**config.mk**
```make
export PLATFORM = sky130hd
export DESIGN_NAME = binary_extended_gcd_inverse_flat
export DESIGN_NICKNAME = d
export VERILOG_FILES = /design/src/design/bxg_pkg.sv /design/src/design/bxg_if.sv /design/src/design/bxg_sequencer.sv /design/src/design/bxg_datapath.sv /design/src/design/binary_extended_gcd_inverse.sv /design/src/flat_wrapper.sv
export SDC_FILE = /design/constraint.sdc
export NUM_CORES = 1
export LEC_CHECK = 0
export ABC_AREA = 1
export BUFFER_PORTS_ARGS = -buffer_cell sky130_fd_sc_hd__buf_2
export CAP_MARGIN = 20
export CORE_UTILIZATION = 40
export CTS_BUF_LIST = sky130_fd_sc_hd__clkbuf_4 sky130_fd_sc_hd__clkbuf_8 sky130_fd_sc_hd__clkbuf_16
export DETAILED_ROUTE_END_ITERATION = 7
export GPL_TIMING_DRIVEN = 0
export SYNTH_ARGS = -nofsm -noshare
export SYNTH_HDL_FRONTEND = slang
export SYNTH_SLANG_ARGS = --single-unit
```
**constraint.sdc**
```tcl
create_clock -name clock -period 18.6 [get_ports clock]
set_input_delay 3.72 -clock clock [delete_from_list [all_inputs] [get_ports clock]]
set_output_delay 3.72 -clock clock [all_outputs]
set_load 0.01 [all_outputs]
```
**src/design/bxg_pkg.sv**
```systemverilog
// bxg_pkg: shared types, step codes and control program for the binary extended gcd block
`timescale 1ns / 1ps

package bxg_pkg;

   // width of the step counter
   localparam int PC_BITS = 4;

   // step addresses in the control program
   localparam logic [PC_BITS-1:0] STEP_CHECK   = 4'd0;
   localparam logic [PC_BITS-1:0] STEP_STRIP   = 4'd1;
   localparam logic [PC_BITS-1:0] STEP_INIT    = 4'd2;
   localparam logic [PC_BITS-1:0] STEP_HALVE_U = 4'd3;
   localparam logic [PC_BITS-1:0] STEP_HALVE_V = 4'd4;
   localparam logic [PC_BITS-1:0] STEP_SUB     = 4'd5;
   localparam logic [PC_BITS-1:0] STEP_COPY    = 4'd6;
   localparam logic [PC_BITS-1:0] STEP_FIX     = 4'd7;
   localparam logic [PC_BITS-1:0] STEP_DONE    = 4'd8;
   localparam logic [PC_BITS-1:0] STEP_ERR     = 4'd9;

   // datapath operations
   typedef enum logic [3:0] {
      OP_NOP     = 4'd0,
      OP_STRIP   = 4'd1,
      OP_INIT    = 4'd2,
      OP_HALVE_U = 4'd3,
      OP_HALVE_V = 4'd4,
      OP_SUB     = 4'd5,
      OP_COPY    = 4'd6,
      OP_ADD_X   = 4'd7,
      OP_FINISH  = 4'd8,
      OP_ERR     = 4'd9
   } op_type;

   // jump conditions tested by the sequencer
   typedef enum logic [2:0] {
      COND_ALWAYS     = 3'd0,
      COND_ZERO       = 3'd1,
      COND_XY_ODD     = 3'd2,
      COND_U_ODD      = 3'd3,
      COND_V_ODD      = 3'd4,
      COND_U_EQ_V     = 3'd5,
      COND_INV_NONNEG = 3'd6,
      COND_RSP_FULL   = 3'd7
   } cond_type;

   // one control word: when guard is set the operation is skipped if the condition holds
   typedef struct packed {
      op_type             op;
      logic               guard;
      cond_type           cond;
      logic [PC_BITS-1:0] tgt_true;
      logic [PC_BITS-1:0] tgt_false;
   } ucode_type;

   // status from datapath to sequencer
   typedef struct packed {
      logic zero;
      logic xy_odd;
      logic u_odd;
      logic v_odd;
      logic u_eq_v;
      logic inv_nonneg;
      logic rsp_full;
   } flags_type;

   // command from sequencer to datapath
   typedef struct packed {
      op_type op;
      logic   exec;
   } ctrl_type;

   // control program
   function automatic ucode_type ucode_rom(input logic [PC_BITS-1:0] pc);
      ucode_type w;
      unique case (pc)
         STEP_CHECK:   w = '{OP_NOP,     1'b0, COND_ZERO,       STEP_ERR,     STEP_STRIP};
         STEP_STRIP:   w = '{OP_STRIP,   1'b1, COND_XY_ODD,     STEP_INIT,    STEP_STRIP};
         STEP_INIT:    w = '{OP_INIT,    1'b0, COND_ALWAYS,     STEP_HALVE_U, STEP_HALVE_U};
         STEP_HALVE_U: w = '{OP_HALVE_U, 1'b1, COND_U_ODD,      STEP_HALVE_V, STEP_HALVE_U};
         STEP_HALVE_V: w = '{OP_HALVE_V, 1'b1, COND_V_ODD,      STEP_SUB,     STEP_HALVE_V};
         STEP_SUB:     w = '{OP_SUB,     1'b0, COND_U_EQ_V,     STEP_COPY,    STEP_HALVE_U};
         STEP_COPY:    w = '{OP_COPY,    1'b0, COND_ALWAYS,     STEP_FIX,     STEP_FIX};
         STEP_FIX:     w = '{OP_ADD_X,   1'b1, COND_INV_NONNEG, STEP_DONE,    STEP_FIX};
         STEP_DONE:    w = '{OP_FINISH,  1'b1, COND_RSP_FULL,   STEP_DONE,    STEP_DONE};
         STEP_ERR:     w = '{OP_ERR,     1'b0, COND_ALWAYS,     STEP_DONE,    STEP_DONE};
         default:      w = '{OP_NOP,     1'b0, COND_ALWAYS,     STEP_CHECK,   STEP_CHECK};
      endcase
      return w;
   endfunction

endpackage

```
**src/design/bxg_if.sv**
```systemverilog
// bxg_if: request and response channel interfaces
`timescale 1ns / 1ps

interface bxg_req_if #(parameter int WIDTH = 32);
   logic             valid;
   logic             ready;
   logic [WIDTH-1:0] modulus;
   logic [WIDTH-1:0] operand;

   modport source (output valid, output modulus, output operand, input ready);
   modport sink   (input valid, input modulus, input operand, output ready);
endinterface

interface bxg_rsp_if #(parameter int WIDTH = 32);
   logic                    valid;
   logic                    ready;
   logic signed [WIDTH+1:0] coef_modulus;
   logic signed [WIDTH+1:0] coef_operand;
   logic [WIDTH-1:0]        gcd_result;
   logic [WIDTH:0]          inverse;
   logic                    zero_error;

   modport source (output valid, output coef_modulus, output coef_operand,
                   output gcd_result, output inverse, output zero_error, input ready);
   modport sink   (input valid, input coef_modulus, input coef_operand,
                   input gcd_result, input inverse, input zero_error, output ready);
endinterface

```
**src/design/bxg_sequencer.sv**
```systemverilog
// bxg_sequencer: step counter and control word lookup with conditional jumps
`timescale 1ns / 1ps

module bxg_sequencer (
   input  logic               clock,
   input  logic               reset,
   input  logic               start,
   input  bxg_pkg::flags_type flags,
   output bxg_pkg::ctrl_type  ctrl,
   output logic               busy
);

   logic [bxg_pkg::PC_BITS-1:0] pc_ff, pc_in;
   logic                        busy_ff, busy_in;
   bxg_pkg::ucode_type          word;
   logic                        cond_true;

   // fetch the current control word
   always_comb begin
      word = bxg_pkg::ucode_rom(pc_ff);
   end

   // evaluate the jump condition
   always_comb begin
      unique case (word.cond)
         bxg_pkg::COND_ALWAYS:     cond_true = 1'b1;
         bxg_pkg::COND_ZERO:       cond_true = flags.zero;
         bxg_pkg::COND_XY_ODD:     cond_true = flags.xy_odd;
         bxg_pkg::COND_U_ODD:      cond_true = flags.u_odd;
         bxg_pkg::COND_V_ODD:      cond_true = flags.v_odd;
         bxg_pkg::COND_U_EQ_V:     cond_true = flags.u_eq_v;
         bxg_pkg::COND_INV_NONNEG: cond_true = flags.inv_nonneg;
         bxg_pkg::COND_RSP_FULL:   cond_true = flags.rsp_full;
         default:                  cond_true = 1'b1;
      endcase
   end

   // issue the operation unless its guard condition holds
   always_comb begin
      ctrl.op   = word.op;
      ctrl.exec = busy_ff && !(word.guard && cond_true);
   end

   // next step and busy flag
   always_comb begin
      pc_in   = pc_ff;
      busy_in = busy_ff;
      priority if (start) begin
         pc_in   = bxg_pkg::STEP_CHECK;
         busy_in = 1'b1;
      end else if (busy_ff) begin
         pc_in = cond_true ? word.tgt_true : word.tgt_false;
         if (ctrl.exec && (word.op == bxg_pkg::OP_FINISH)) begin
            busy_in = 1'b0;
         end
      end else begin
         pc_in   = pc_ff;
         busy_in = busy_ff;
      end
   end

   always_ff @(posedge clock) begin
      if (reset) begin
         pc_ff   <= bxg_pkg::STEP_CHECK;
         busy_ff <= 1'b0;
      end else begin
         pc_ff   <= pc_in;
         busy_ff <= busy_in;
      end
   end

   assign busy = busy_ff;

endmodule

```
**src/design/bxg_datapath.sv**
```systemverilog
// bxg_datapath: operand, coefficient and result registers with shared halving and subtract units
`timescale 1ns / 1ps

module bxg_datapath #(
   parameter int WIDTH = 32
) (
   input  logic                    clock,
   input  logic                    reset,
   input  logic                    load,
   input  logic [WIDTH-1:0]        load_modulus,
   input  logic [WIDTH-1:0]        load_operand,
   input  bxg_pkg::ctrl_type       ctrl,
   output bxg_pkg::flags_type      flags,
   input  logic                    rsp_ready,
   output logic                    rsp_valid,
   output logic signed [WIDTH+1:0] rsp_coef_modulus,
   output logic signed [WIDTH+1:0] rsp_coef_operand,
   output logic [WIDTH-1:0]        rsp_gcd_result,
   output logic [WIDTH:0]          rsp_inverse,
   output logic                    rsp_zero_error
);

   // coefficients carry three guard bits above the operand width
   localparam int EXT = 3;
   localparam int CW  = WIDTH + EXT;
   localparam int SHW = $clog2(WIDTH);

   logic [WIDTH-1:0]     x_ff, x_in;
   logic [WIDTH-1:0]     xs_ff, xs_in, ys_ff, ys_in;
   logic [WIDTH-1:0]     u_ff, u_in, v_ff, v_in;
   logic signed [CW-1:0] a_ff, a_in, b_ff, b_in, c_ff, c_in, d_ff, d_in;
   logic signed [CW-1:0] inv_ff, inv_in;
   logic [SHW-1:0]       shift_ff, shift_in;
   logic                 err_ff, err_in;

   logic                    valid_ff, valid_in;
   logic signed [WIDTH+1:0] coef_m_ff, coef_m_in, coef_o_ff, coef_o_in;
   logic [WIDTH-1:0]        gcd_ff, gcd_in;
   logic [WIDTH:0]          inv_out_ff, inv_out_in;
   logic                    zerr_ff, zerr_in;

   logic signed [CW-1:0] xs_ext, ys_ext, x_ext;
   logic signed [CW-1:0] hp, hq, hp_sum, hq_sum, hp_half, hq_half;
   logic                 u_ge_v;
   logic [WIDTH-1:0]     s_big, s_small, s_diff;
   logic signed [CW-1:0] sp_big, sp_small, sq_big, sq_small, sp_diff, sq_diff;
   logic                 finish;

   assign xs_ext = {{EXT{1'b0}}, xs_ff};
   assign ys_ext = {{EXT{1'b0}}, ys_ff};
   assign x_ext  = {{EXT{1'b0}}, x_ff};

   // status for the sequencer
   always_comb begin
      flags.zero       = (xs_ff == '0) || (ys_ff == '0);
      flags.xy_odd     = xs_ff[0] | ys_ff[0];
      flags.u_odd      = u_ff[0];
      flags.v_odd      = v_ff[0];
      flags.u_eq_v     = (u_ff == v_ff);
      flags.inv_nonneg = !inv_ff[CW-1];
      flags.rsp_full   = valid_ff && !rsp_ready;
   end

   // shared halving unit for the (a, b) or (c, d) pair
   always_comb begin
      hp = (ctrl.op == bxg_pkg::OP_HALVE_U) ? a_ff : c_ff;
      hq = (ctrl.op == bxg_pkg::OP_HALVE_U) ? b_ff : d_ff;
      if ((hp[0] | hq[0]) == 1'b0) begin
         hp_sum = hp;
         hq_sum = hq;
      end else begin
         hp_sum = hp + ys_ext;
         hq_sum = hq - xs_ext;
      end
      hp_half = {hp_sum[CW-1], hp_sum[CW-1:1]};
      hq_half = {hq_sum[CW-1], hq_sum[CW-1:1]};
   end

   // shared subtract unit: larger working value loses the smaller
   always_comb begin
      u_ge_v   = (u_ff >= v_ff);
      s_big    = u_ge_v ? u_ff : v_ff;
      s_small  = u_ge_v ? v_ff : u_ff;
      sp_big   = u_ge_v ? a_ff : c_ff;
      sp_small = u_ge_v ? c_ff : a_ff;
      sq_big   = u_ge_v ? b_ff : d_ff;
      sq_small = u_ge_v ? d_ff : b_ff;
      s_diff   = s_big - s_small;
      sp_diff  = sp_big - sp_small;
      sq_diff  = sq_big - sq_small;
   end

   // working register updates
   always_comb begin
      x_in     = x_ff;
      xs_in    = xs_ff;
      ys_in    = ys_ff;
      u_in     = u_ff;
      v_in     = v_ff;
      a_in     = a_ff;
      b_in     = b_ff;
      c_in     = c_ff;
      d_in     = d_ff;
      inv_in   = inv_ff;
      shift_in = shift_ff;
      err_in   = err_ff;
      finish   = 1'b0;
      if (load) begin
         x_in     = load_modulus;
         xs_in    = load_modulus;
         ys_in    = load_operand;
         shift_in = '0;
         err_in   = 1'b0;
      end else if (ctrl.exec) begin
         unique case (ctrl.op)
            bxg_pkg::OP_NOP: begin
            end
            bxg_pkg::OP_STRIP: begin
               xs_in    = xs_ff >> 1;
               ys_in    = ys_ff >> 1;
               shift_in = shift_ff + SHW'(1);
            end
            bxg_pkg::OP_INIT: begin
               u_in = xs_ff;
               v_in = ys_ff;
               a_in = CW'(1);
               b_in = '0;
               c_in = '0;
               d_in = CW'(1);
            end
            bxg_pkg::OP_HALVE_U: begin
               u_in = u_ff >> 1;
               a_in = hp_half;
               b_in = hq_half;
            end
            bxg_pkg::OP_HALVE_V: begin
               v_in = v_ff >> 1;
               c_in = hp_half;
               d_in = hq_half;
            end
            bxg_pkg::OP_SUB: begin
               if (u_ge_v) begin
                  u_in = s_diff;
                  a_in = sp_diff;
                  b_in = sq_diff;
               end else begin
                  v_in = s_diff;
                  c_in = sp_diff;
                  d_in = sq_diff;
               end
            end
            bxg_pkg::OP_COPY: begin
               inv_in = d_ff;
            end
            bxg_pkg::OP_ADD_X: begin
               inv_in = inv_ff + x_ext;
            end
            bxg_pkg::OP_FINISH: begin
               finish = 1'b1;
            end
            bxg_pkg::OP_ERR: begin
               c_in     = '0;
               d_in     = '0;
               v_in     = '0;
               inv_in   = '0;
               shift_in = '0;
               err_in   = 1'b1;
            end
            default: begin
            end
         endcase
      end
   end

   // response register
   always_comb begin
      coef_m_in  = coef_m_ff;
      coef_o_in  = coef_o_ff;
      gcd_in     = gcd_ff;
      inv_out_in = inv_out_ff;
      zerr_in    = zerr_ff;
      valid_in   = valid_ff && !rsp_ready;
      if (finish) begin
         coef_m_in  = c_ff[WIDTH+1:0];
         coef_o_in  = d_ff[WIDTH+1:0];
         gcd_in     = v_ff << shift_ff;
         inv_out_in = inv_ff[WIDTH:0];
         zerr_in    = err_ff;
         valid_in   = 1'b1;
      end
   end

   always_ff @(posedge clock) begin
      x_ff       <= x_in;
      xs_ff      <= xs_in;
      ys_ff      <= ys_in;
      u_ff       <= u_in;
      v_ff       <= v_in;
      a_ff       <= a_in;
      b_ff       <= b_in;
      c_ff       <= c_in;
      d_ff       <= d_in;
      inv_ff     <= inv_in;
      shift_ff   <= shift_in;
      err_ff     <= err_in;
      coef_m_ff  <= coef_m_in;
      coef_o_ff  <= coef_o_in;
      gcd_ff     <= gcd_in;
      inv_out_ff <= inv_out_in;
      zerr_ff    <= zerr_in;
   end

   always_ff @(posedge clock) begin
      if (reset) begin
         valid_ff <= 1'b0;
      end else begin
         valid_ff <= valid_in;
      end
   end

   assign rsp_valid        = valid_ff;
   assign rsp_coef_modulus = coef_m_ff;
   assign rsp_coef_operand = coef_o_ff;
   assign rsp_gcd_result   = gcd_ff;
   assign rsp_inverse      = inv_out_ff;
   assign rsp_zero_error   = zerr_ff;

endmodule

```
**src/design/binary_extended_gcd_inverse.sv**
```systemverilog
// binary_extended_gcd_inverse: top level of the binary extended gcd and modular inverse block
//
//   channel  dir  handshake     payload
//   req_bus  in   valid/ready   modulus, operand
//   rsp_bus  out  valid/ready   coef_modulus, coef_operand, gcd_result, inverse, zero_error
//
// One control word runs per cycle on a single shared datapath: the zero check, the
// stripping of the common power of two s, the halving and subtraction passes, and the
// k modulus additions of the inverse fix-up run as steps before the registered result;
// every subtraction pass drops at least one bit of u or v.
// A zero operand goes through the check, error and done steps. One item is in flight at a time.
// Synchronous active-high reset clears the step counter, busy flag and response valid.
// A stalled response holds; the next request is taken once the result is registered.
`timescale 1ns / 1ps

module binary_extended_gcd_inverse #(
   parameter int WIDTH = 32
) (
   input logic        clock,
   input logic        reset,
   bxg_req_if.sink    req_bus,
   bxg_rsp_if.source  rsp_bus
);

   bxg_pkg::flags_type flags;
   bxg_pkg::ctrl_type  ctrl;
   logic               busy;
   logic               start;

   // a request is taken whenever the sequencer is free
   assign req_bus.ready = !busy;
   assign start         = req_bus.valid && !busy;

   bxg_sequencer u_seq (
      .clock (clock),
      .reset (reset),
      .start (start),
      .flags (flags),
      .ctrl  (ctrl),
      .busy  (busy)
   );

   bxg_datapath #(
      .WIDTH (WIDTH)
   ) u_dp (
      .clock            (clock),
      .reset            (reset),
      .load             (start),
      .load_modulus     (req_bus.modulus),
      .load_operand     (req_bus.operand),
      .ctrl             (ctrl),
      .flags            (flags),
      .rsp_ready        (rsp_bus.ready),
      .rsp_valid        (rsp_bus.valid),
      .rsp_coef_modulus (rsp_bus.coef_modulus),
      .rsp_coef_operand (rsp_bus.coef_operand),
      .rsp_gcd_result   (rsp_bus.gcd_result),
      .rsp_inverse      (rsp_bus.inverse),
      .rsp_zero_error   (rsp_bus.zero_error)
   );

endmodule

```
**src/flat_wrapper.sv**
```systemverilog
// flat-port wrapper written by rule: the top's interface ports become plain ports
module binary_extended_gcd_inverse_flat 
#(
   parameter int WIDTH = 32
)
  (clock, reset, req_bus_valid, req_bus_modulus, req_bus_operand, req_bus_ready, rsp_bus_valid, rsp_bus_coef_modulus, rsp_bus_coef_operand, rsp_bus_gcd_result, rsp_bus_inverse, rsp_bus_zero_error, rsp_bus_ready);
  bxg_req_if #(.WIDTH(WIDTH)) req_bus_i ();
  bxg_rsp_if #(.WIDTH(WIDTH)) rsp_bus_i ();
  input logic clock;
  input logic reset;
  input wire logic [$bits(req_bus_i.valid)-1:0] req_bus_valid;
  input wire logic [$bits(req_bus_i.modulus)-1:0] req_bus_modulus;
  input wire logic [$bits(req_bus_i.operand)-1:0] req_bus_operand;
  output wire logic [$bits(req_bus_i.ready)-1:0] req_bus_ready;
  output wire logic [$bits(rsp_bus_i.valid)-1:0] rsp_bus_valid;
  output wire logic [$bits(rsp_bus_i.coef_modulus)-1:0] rsp_bus_coef_modulus;
  output wire logic [$bits(rsp_bus_i.coef_operand)-1:0] rsp_bus_coef_operand;
  output wire logic [$bits(rsp_bus_i.gcd_result)-1:0] rsp_bus_gcd_result;
  output wire logic [$bits(rsp_bus_i.inverse)-1:0] rsp_bus_inverse;
  output wire logic [$bits(rsp_bus_i.zero_error)-1:0] rsp_bus_zero_error;
  input wire logic [$bits(rsp_bus_i.ready)-1:0] rsp_bus_ready;
  assign req_bus_i.valid = req_bus_valid;
  assign req_bus_i.modulus = req_bus_modulus;
  assign req_bus_i.operand = req_bus_operand;
  assign req_bus_ready = req_bus_i.ready;
  assign rsp_bus_valid = rsp_bus_i.valid;
  assign rsp_bus_coef_modulus = rsp_bus_i.coef_modulus;
  assign rsp_bus_coef_operand = rsp_bus_i.coef_operand;
  assign rsp_bus_gcd_result = rsp_bus_i.gcd_result;
  assign rsp_bus_inverse = rsp_bus_i.inverse;
  assign rsp_bus_zero_error = rsp_bus_i.zero_error;
  assign rsp_bus_i.ready = rsp_bus_ready;
  binary_extended_gcd_inverse #(.WIDTH(WIDTH)) u_core (.clock(clock), .reset(reset), .req_bus(req_bus_i), .rsp_bus(rsp_bus_i));
endmodule
```
# ---- Word level (Yosys, flattened, before mapping)
# Memory sizes are Yosys's and may differ from the RTL's. A register that Yosys moved wholly into a read port is not among the register bits.
# Cells that the tools add are included.
dict set report op_classes {
  addsub 7
  magnitude_cmp 1
  n_eq_ne 19
  shifts 1
  n_mux 41
  n_bitwise 3
  reduce_logical 29
}
# cell n
set op_table {}
lappend op_table {{$mux W35} 12}
lappend op_table {{$pmux W35 S3} 4}
lappend op_table {{$mux W32} 10}
lappend op_table {{$pmux W35 S4} 1}
lappend op_table {{$pmux W32 S4} 1}
lappend op_table {{$pmux W32 S3} 1}
lappend op_table {{$add A35 B33 Y35} 2}
lappend op_table {{$sub A35 B35 Y35} 2}
lappend op_table {{$logic_not A32 Y1} 2}
lappend op_table {{$sub A35 B33 Y35} 1}
lappend op_table {{$eq A32 B32 Y1} 1}
lappend op_table {{$ge A32 B32 Y1} 1}
lappend op_table {{$shl A32 B5 Y32} 1}
lappend op_table {{$sub A32 B32 Y32} 1}
lappend op_table {{$eq A4 B3 Y1 const B} 4}
lappend op_table {{$eq A3 B3 Y1 const B} 4}
lappend op_table {{$mux W4} 3}
lappend op_table {{$reduce_and A4 Y1} 3}
lappend op_table {{$pmux W5 S2} 1}
lappend op_table {{$reduce_bool A3 Y1} 3}
lappend op_table {{$eq A4 B2 Y1 const B} 2}
lappend op_table {{$eq A4 B4 Y1 const B} 2}
lappend op_table {{$pmux W1 S8} 1}
lappend op_table {{$mux W1} 7}
lappend op_table {{other kinds (16)} 31}
dict set report totals {
  reg_bits 481
  rom_bits 256
  in_bits 68
  output_inout_bits 136
  wordCells 122
  memories 1
}
# memory depth word_bits rd rd_ports_with_merged_regs write_ports line
set memory_table {}
lappend memory_table {{(no name shown)} 16 16 1 1 0 bxg_pkg.sv:76} ;# unique case (pc)

# ---- Depth between registers and ports, before layout
dict set report logic_depth {
  depth_word 10
  ltp_mapped 31
}

# ---- By module
# From an unflattened synthesis, not the netlist that was laid out.
dict set report unflattened {
  hier_cells 5177
  hier_area_um2 36924.2
}
# module instances cells_per_inst area_each_um2
set modules_own_cells {}
lappend modules_own_cells {bxg_datapath 1 5036 35866.9}
lappend modules_own_cells {bxg_sequencer 1 138 1043.5}
lappend modules_own_cells {binary_extended_gcd_inverse 1 3 13.8}

# ---- Least setup slack after synthesis
# OpenSTA, ideal clock, no wires.
dict set report synth_path {
  path_type {in2reg}
  start {in rsp_bus_ready}
  end {reg u_core.u_dp.d_ff[0], enable pin}
  setup_time_ps 592
  arrival_time_ps 9414
  required_time_ps 18008
  path_slack_ps 8594
  cell_stages 8
  path_buffers 0
  cell_sequence {inv_1 a31oi_1 o21ai_0 a21oi_1 nand2_1 nand2_1 nand2_1 a211oi_1}
}
dict set report synth_via {
  elab_chain_cells 7
}
# item line
set synth_lines {}
lappend synth_lines {{start, declared} flat_wrapper.sv:21} ;# input wire logic [$bits(rsp_bus_i.ready)-1:0] rsp_bus_ready;
lappend synth_lines {{$logic_not A1 Y1} bxg_datapath.sv:61} ;# flags.rsp_full = valid_ff && !rsp_ready;
lappend synth_lines {{$logic_and A1 B1 Y1} bxg_datapath.sv:61}
lappend synth_lines {{$pmux W1 S8} bxg_sequencer.sv:25} ;# unique case (word.cond)
lappend synth_lines {{$logic_and A1 B1 Y1} bxg_sequencer.sv:41} ;# ctrl.exec = busy_ff && !(word.guard && cond_true);
lappend synth_lines {{$logic_not A1 Y1} bxg_sequencer.sv:41}
lappend synth_lines {{$logic_and A1 B1 Y1} bxg_sequencer.sv:41}
lappend synth_lines {{$reduce_and A4 Y1 (no source line)} --}
lappend synth_lines {{end signal, assigned} bxg_datapath.sv:202} ;# d_ff <= d_in;
lappend synth_lines {{end, declared} bxg_datapath.sv:31} ;# logic signed [CW-1:0] a_ff, a_in, b_ff, b_in, c_ff, c_in, d_ff, d_in;
# Every way passes these cells.
# A chain may end at the register's enable or synchronous reset.

==> results.py <==
metrics = {
    "timing": {
        "fin_crit_sh_pct": 36.7,
        "rsz0062_at_grt": "false",
        "setup_viol": 0,
        "skew_ns": 0.0320,
        "worst_pin_slew_ns": 1.31,
        "fmax_ghz": 0.147,
        "hold_viol_final": 0,
        "drv_slew": 0,
        "post-route-min-period_ns": 6.82,
        "tns_ns": 0,
        "relSlewSlack_pct": 11.7,
    },
    "die": {
        "dieArea_um2": 92700,
        "die_x_um": 304,
        "fp.dieH_um": 304,
        "start_util_pct": 40.5,
        "core_um2": 90300,
        "io_pins": 204,
        "placementRows": 110,
    },
    "setup_path": {
        "crit_fanout": 10,
        "end_kind": "flop",
        "arrival_ns": 7.26,
        "timing.critical_path.required_ns": 19.04,
        "crit_type": "reg -> reg",
        "start_kind": "flop",
    },
    "cts": {
        "cts_buffers": 59,
        "cts_resized": 0,
        "htree_num_levels": 2,
        "postCtsHoldBufs": 0,
        "clkLatencyLatePin_ns": 0.71,
        "cts_tree": "yes",
        "root_buffer": "clkbuf_16",
        "cts.sinks": 496,
        "clkTransAtPathRegs_ns": 0.06,
        "ctsLongestPathBuffers": 3,
        "post_cts_buffers": 0,
    },
    "yosys": {
        "async_flop_share_pct": 0,
        "yosys_warnings": 0,
        "netlist_area_um2": 36600,
        "ys_seq_area_share_pct": 40.0,
        "synthesis.nets": 5373,
        "syn_avg_cell_area_um2": 7.08,
        "synth-seq-cells": 496,
        "synth-edff-count": 469,
        "synthDistinctLibCells": 56,
        "synth_top_flop_cell": "edfxtp_1",
        "netlist_instances": 5165,
    },
    "placed_design": {
        "gp_congestion": 1.02,
        "numPortBuffers": 203,
        "hpwlAfterDp_um": 119000,
    },
    "global_routing": {
        "antenna_found_initial": 5,
        "grtUsageTotal_pct": 31.6,
        "met3_usage_pct": 3.92,
        "grt_pass1_wl_um": 218000,
        "met1_usage_pct": 40.6,
        "grt_overflow": 0,
        "grt_start_max_net_pins": 92,
        "met2_usage_pct": 51.6,
        "grt_pass1_vias": 34787,
        "top_usage_layer": "met2",
    },
    "pwr": {
        "irDropWorstVdd_v": 0.0000755,
        "total_power_mw": 3.18,
        "powerDensity_nw_per_um2": 76.2,
        "leakagePower_nw": 19.5,
    },
    "min_path": {
        "holdCritPathClass": "reg -> reg",
    },
    "final_layout": {
        "nFillCells": 9335,
        "drive_above_1_share_pct": 8.07,
        "area_delta_synth_final_pct": 13.9,
        "multi_input_comb_area_um2": 18500,
        "n_antenna_cell": 0,
        "regArea_um2": 14600,
        "layout.nets": 5662,
    },
    "detailed_routing": {
        "ant_nets": 0,
        "drtIter0Drc": 3447,
        "avgRoutedWirePerCell_um": 22.4,
        "drt_pass1_iterations": 7,
        "route.detailed.drc": 0,
        "via_per_inst": 5.50,
        "num_vias": 36753,
        "wirelength_um": 150000,
    },
    "flow_run": {
        "cap_violations": 0,
    },
    "outcome": {
        "status": "completed",
    },
}
## flip-flops by register name, indices dropped and copies added (netlist names)
register	flops
u_core.u_dp.rsp_coef_modulus	34
u_core.u_dp.v_ff	32
u_core.u_dp.xs_ff	32
u_core.u_dp.ys_ff	32
u_core.u_dp.b_ff	35
u_core.u_dp.err_ff	1
u_core.u_dp.u_ff	32
u_core.u_dp.c_ff	35
u_core.u_dp.x_ff	32
u_core.u_dp.rsp_coef_operand	34
u_core.u_dp.rsp_zero_error	1
u_core.u_dp.a_ff	35
u_core.u_dp.rsp_valid	1
u_core.u_seq.busy	1
u_core.u_seq.pc_ff	4
u_core.u_dp.d_ff	35
u_core.u_dp.rsp_inverse	33
u_core.u_dp.shift_ff	5
u_core.u_seq.word	15
u_core.u_dp.rsp_gcd_result	32
u_core.u_dp.inv_ff	35
## worst max-delay path: stages, from the launching register on
cell	delay, ns
dfxtp_1	0.40
nor2_1	0.11
nand2_1	0.26
buf_2	0.44
clkbuf_1	0.63
clkbuf_1	0.88
o21ai_0	0.42
ha_1	0.47
nand2_1	0.12
nor2_1	0.17
nand2_1	0.11
nor4_1	1.00
a21oi_1	0.37
o21bai_1	0.36
a21o_1	0.21
nand2_1	0.06
nand2_1	0.07
xor2_1	0.16
nand2_1	0.11
nand3_1	0.11
nand2_1	0.07
## cells by family (layout without fill, tap and decap cells)
kind of cell             after synthesis  count (layout)  synth area share [%]
AND/OR/NAND/NOR                     2546            2546                  28.9
adder cells (fa/ha/maj)              140             140                  4.85
flip-flops                           496             496                  40.0
AO/OA/AOI/OAI                        980             980                  14.6
multiplexers                          22              22                 0.602
buffers and inverters                921            1260                  9.67
XOR/XNOR                              60              60                  1.44
## per-layer routing
metal / up-vias / wire (um)
li1: 17714 / -
met1: 17201 / 62400
met2: 1529 / 68100
met3: 309 / 10300
met4: 0 / 8900
met5: - / 0
## cells in the final DEF, fill, tap and decap left out, types with 25 or more instances in the layout
cell type and instances:
a21oi_1 253, a22oi_1 27, buf_2 217, clkbuf_1 98
clkbuf_16 59, dfxtp_1 27, edfxtp_1 469, ha_1 137
inv_1 779, nand2_1 1444, nand3_1 394, nor2_1 516
nor3_1 37, nor4_1 33, o211ai_1 25, o21ai_0 513
o21ai_1 32, o22ai_1 34, or2_2 43, xnor2_1 34
xor2_1 26
## synth_stat cells, types with 26 or more instances
library cell	count	share of area, %
nand2_1	1444	15
inv_1	780	8.0
nor2_1	518	5.3
o21ai_0	514	7.0
edfxtp_1	469	38
nand3_1	394	5.4
a21oi_1	254	3.5
ha_1	137	4.7
clkbuf_1	98	1.0
or2_2	43	0.74
nor3_1	37	0.51
o22ai_1	34	0.58
xnor2_1	34	0.81
nor4_1	33	0.56
o21ai_1	32	0.44
a22oi_1	27	0.55
dfxtp_1	27	1.5
xor2_1	26	0.62
## per-stage QoR
step	hold slack [ns]	util [%]	setup slack, ns	cell area [um2]	cells
finish	0.438	46.2	11.78	41700	6680
detailed placement	0.416	43.9	11.84	39600	6567
floorplan	0.408	-	8.59	36600	5165
global placement	0.416	43.3	2.99	39100	6544
CTS	0.434	46.1	12.06	41700	6678
global route	0.458	46.2	11.73	41700	6680
## layout make-up
cell class / count / share of cell area, %
repair buffers: 228 / 3.58
clock buffers: 71 / 3.79
multi-input cells: 3748 / 44.4
inverters: 786 / 7.09
well taps: 1176 / 3.53
plain buffers: 135 / 1.42
flip-flops and latches: 496 / 35.1
clock inverters: 40 / 1.16
## worst paths after layout
check / start / endpoint / slack [ns] / cells after the start
setup / recovery: u_core.u_seq.word[3] / u_core.u_dp.d_ff[30] / 11.78 / 20
hold / removal: u_core.u_dp.err_ff / u_core.u_dp.rsp_zero_error / 0.44 / 0
setup reg to reg: u_core.u_seq.word[3] / u_core.u_dp.d_ff[30] / 11.78 / 20
hold reg to reg: u_core.u_dp.err_ff / u_core.u_dp.rsp_zero_error / 0.44 / 0
## power breakdown
part | internal, mW | switching (mW) | total (mW)
Clock | 0.734 | 0.527 | 1.26
Sequential | 1.27 | 0.0319 | 1.30
Combinational | 0.185 | 0.426 | 0.611
Total | 2.19 | 0.985 | 3.18
Note: power is estimated with default switching activity, not from simulation.
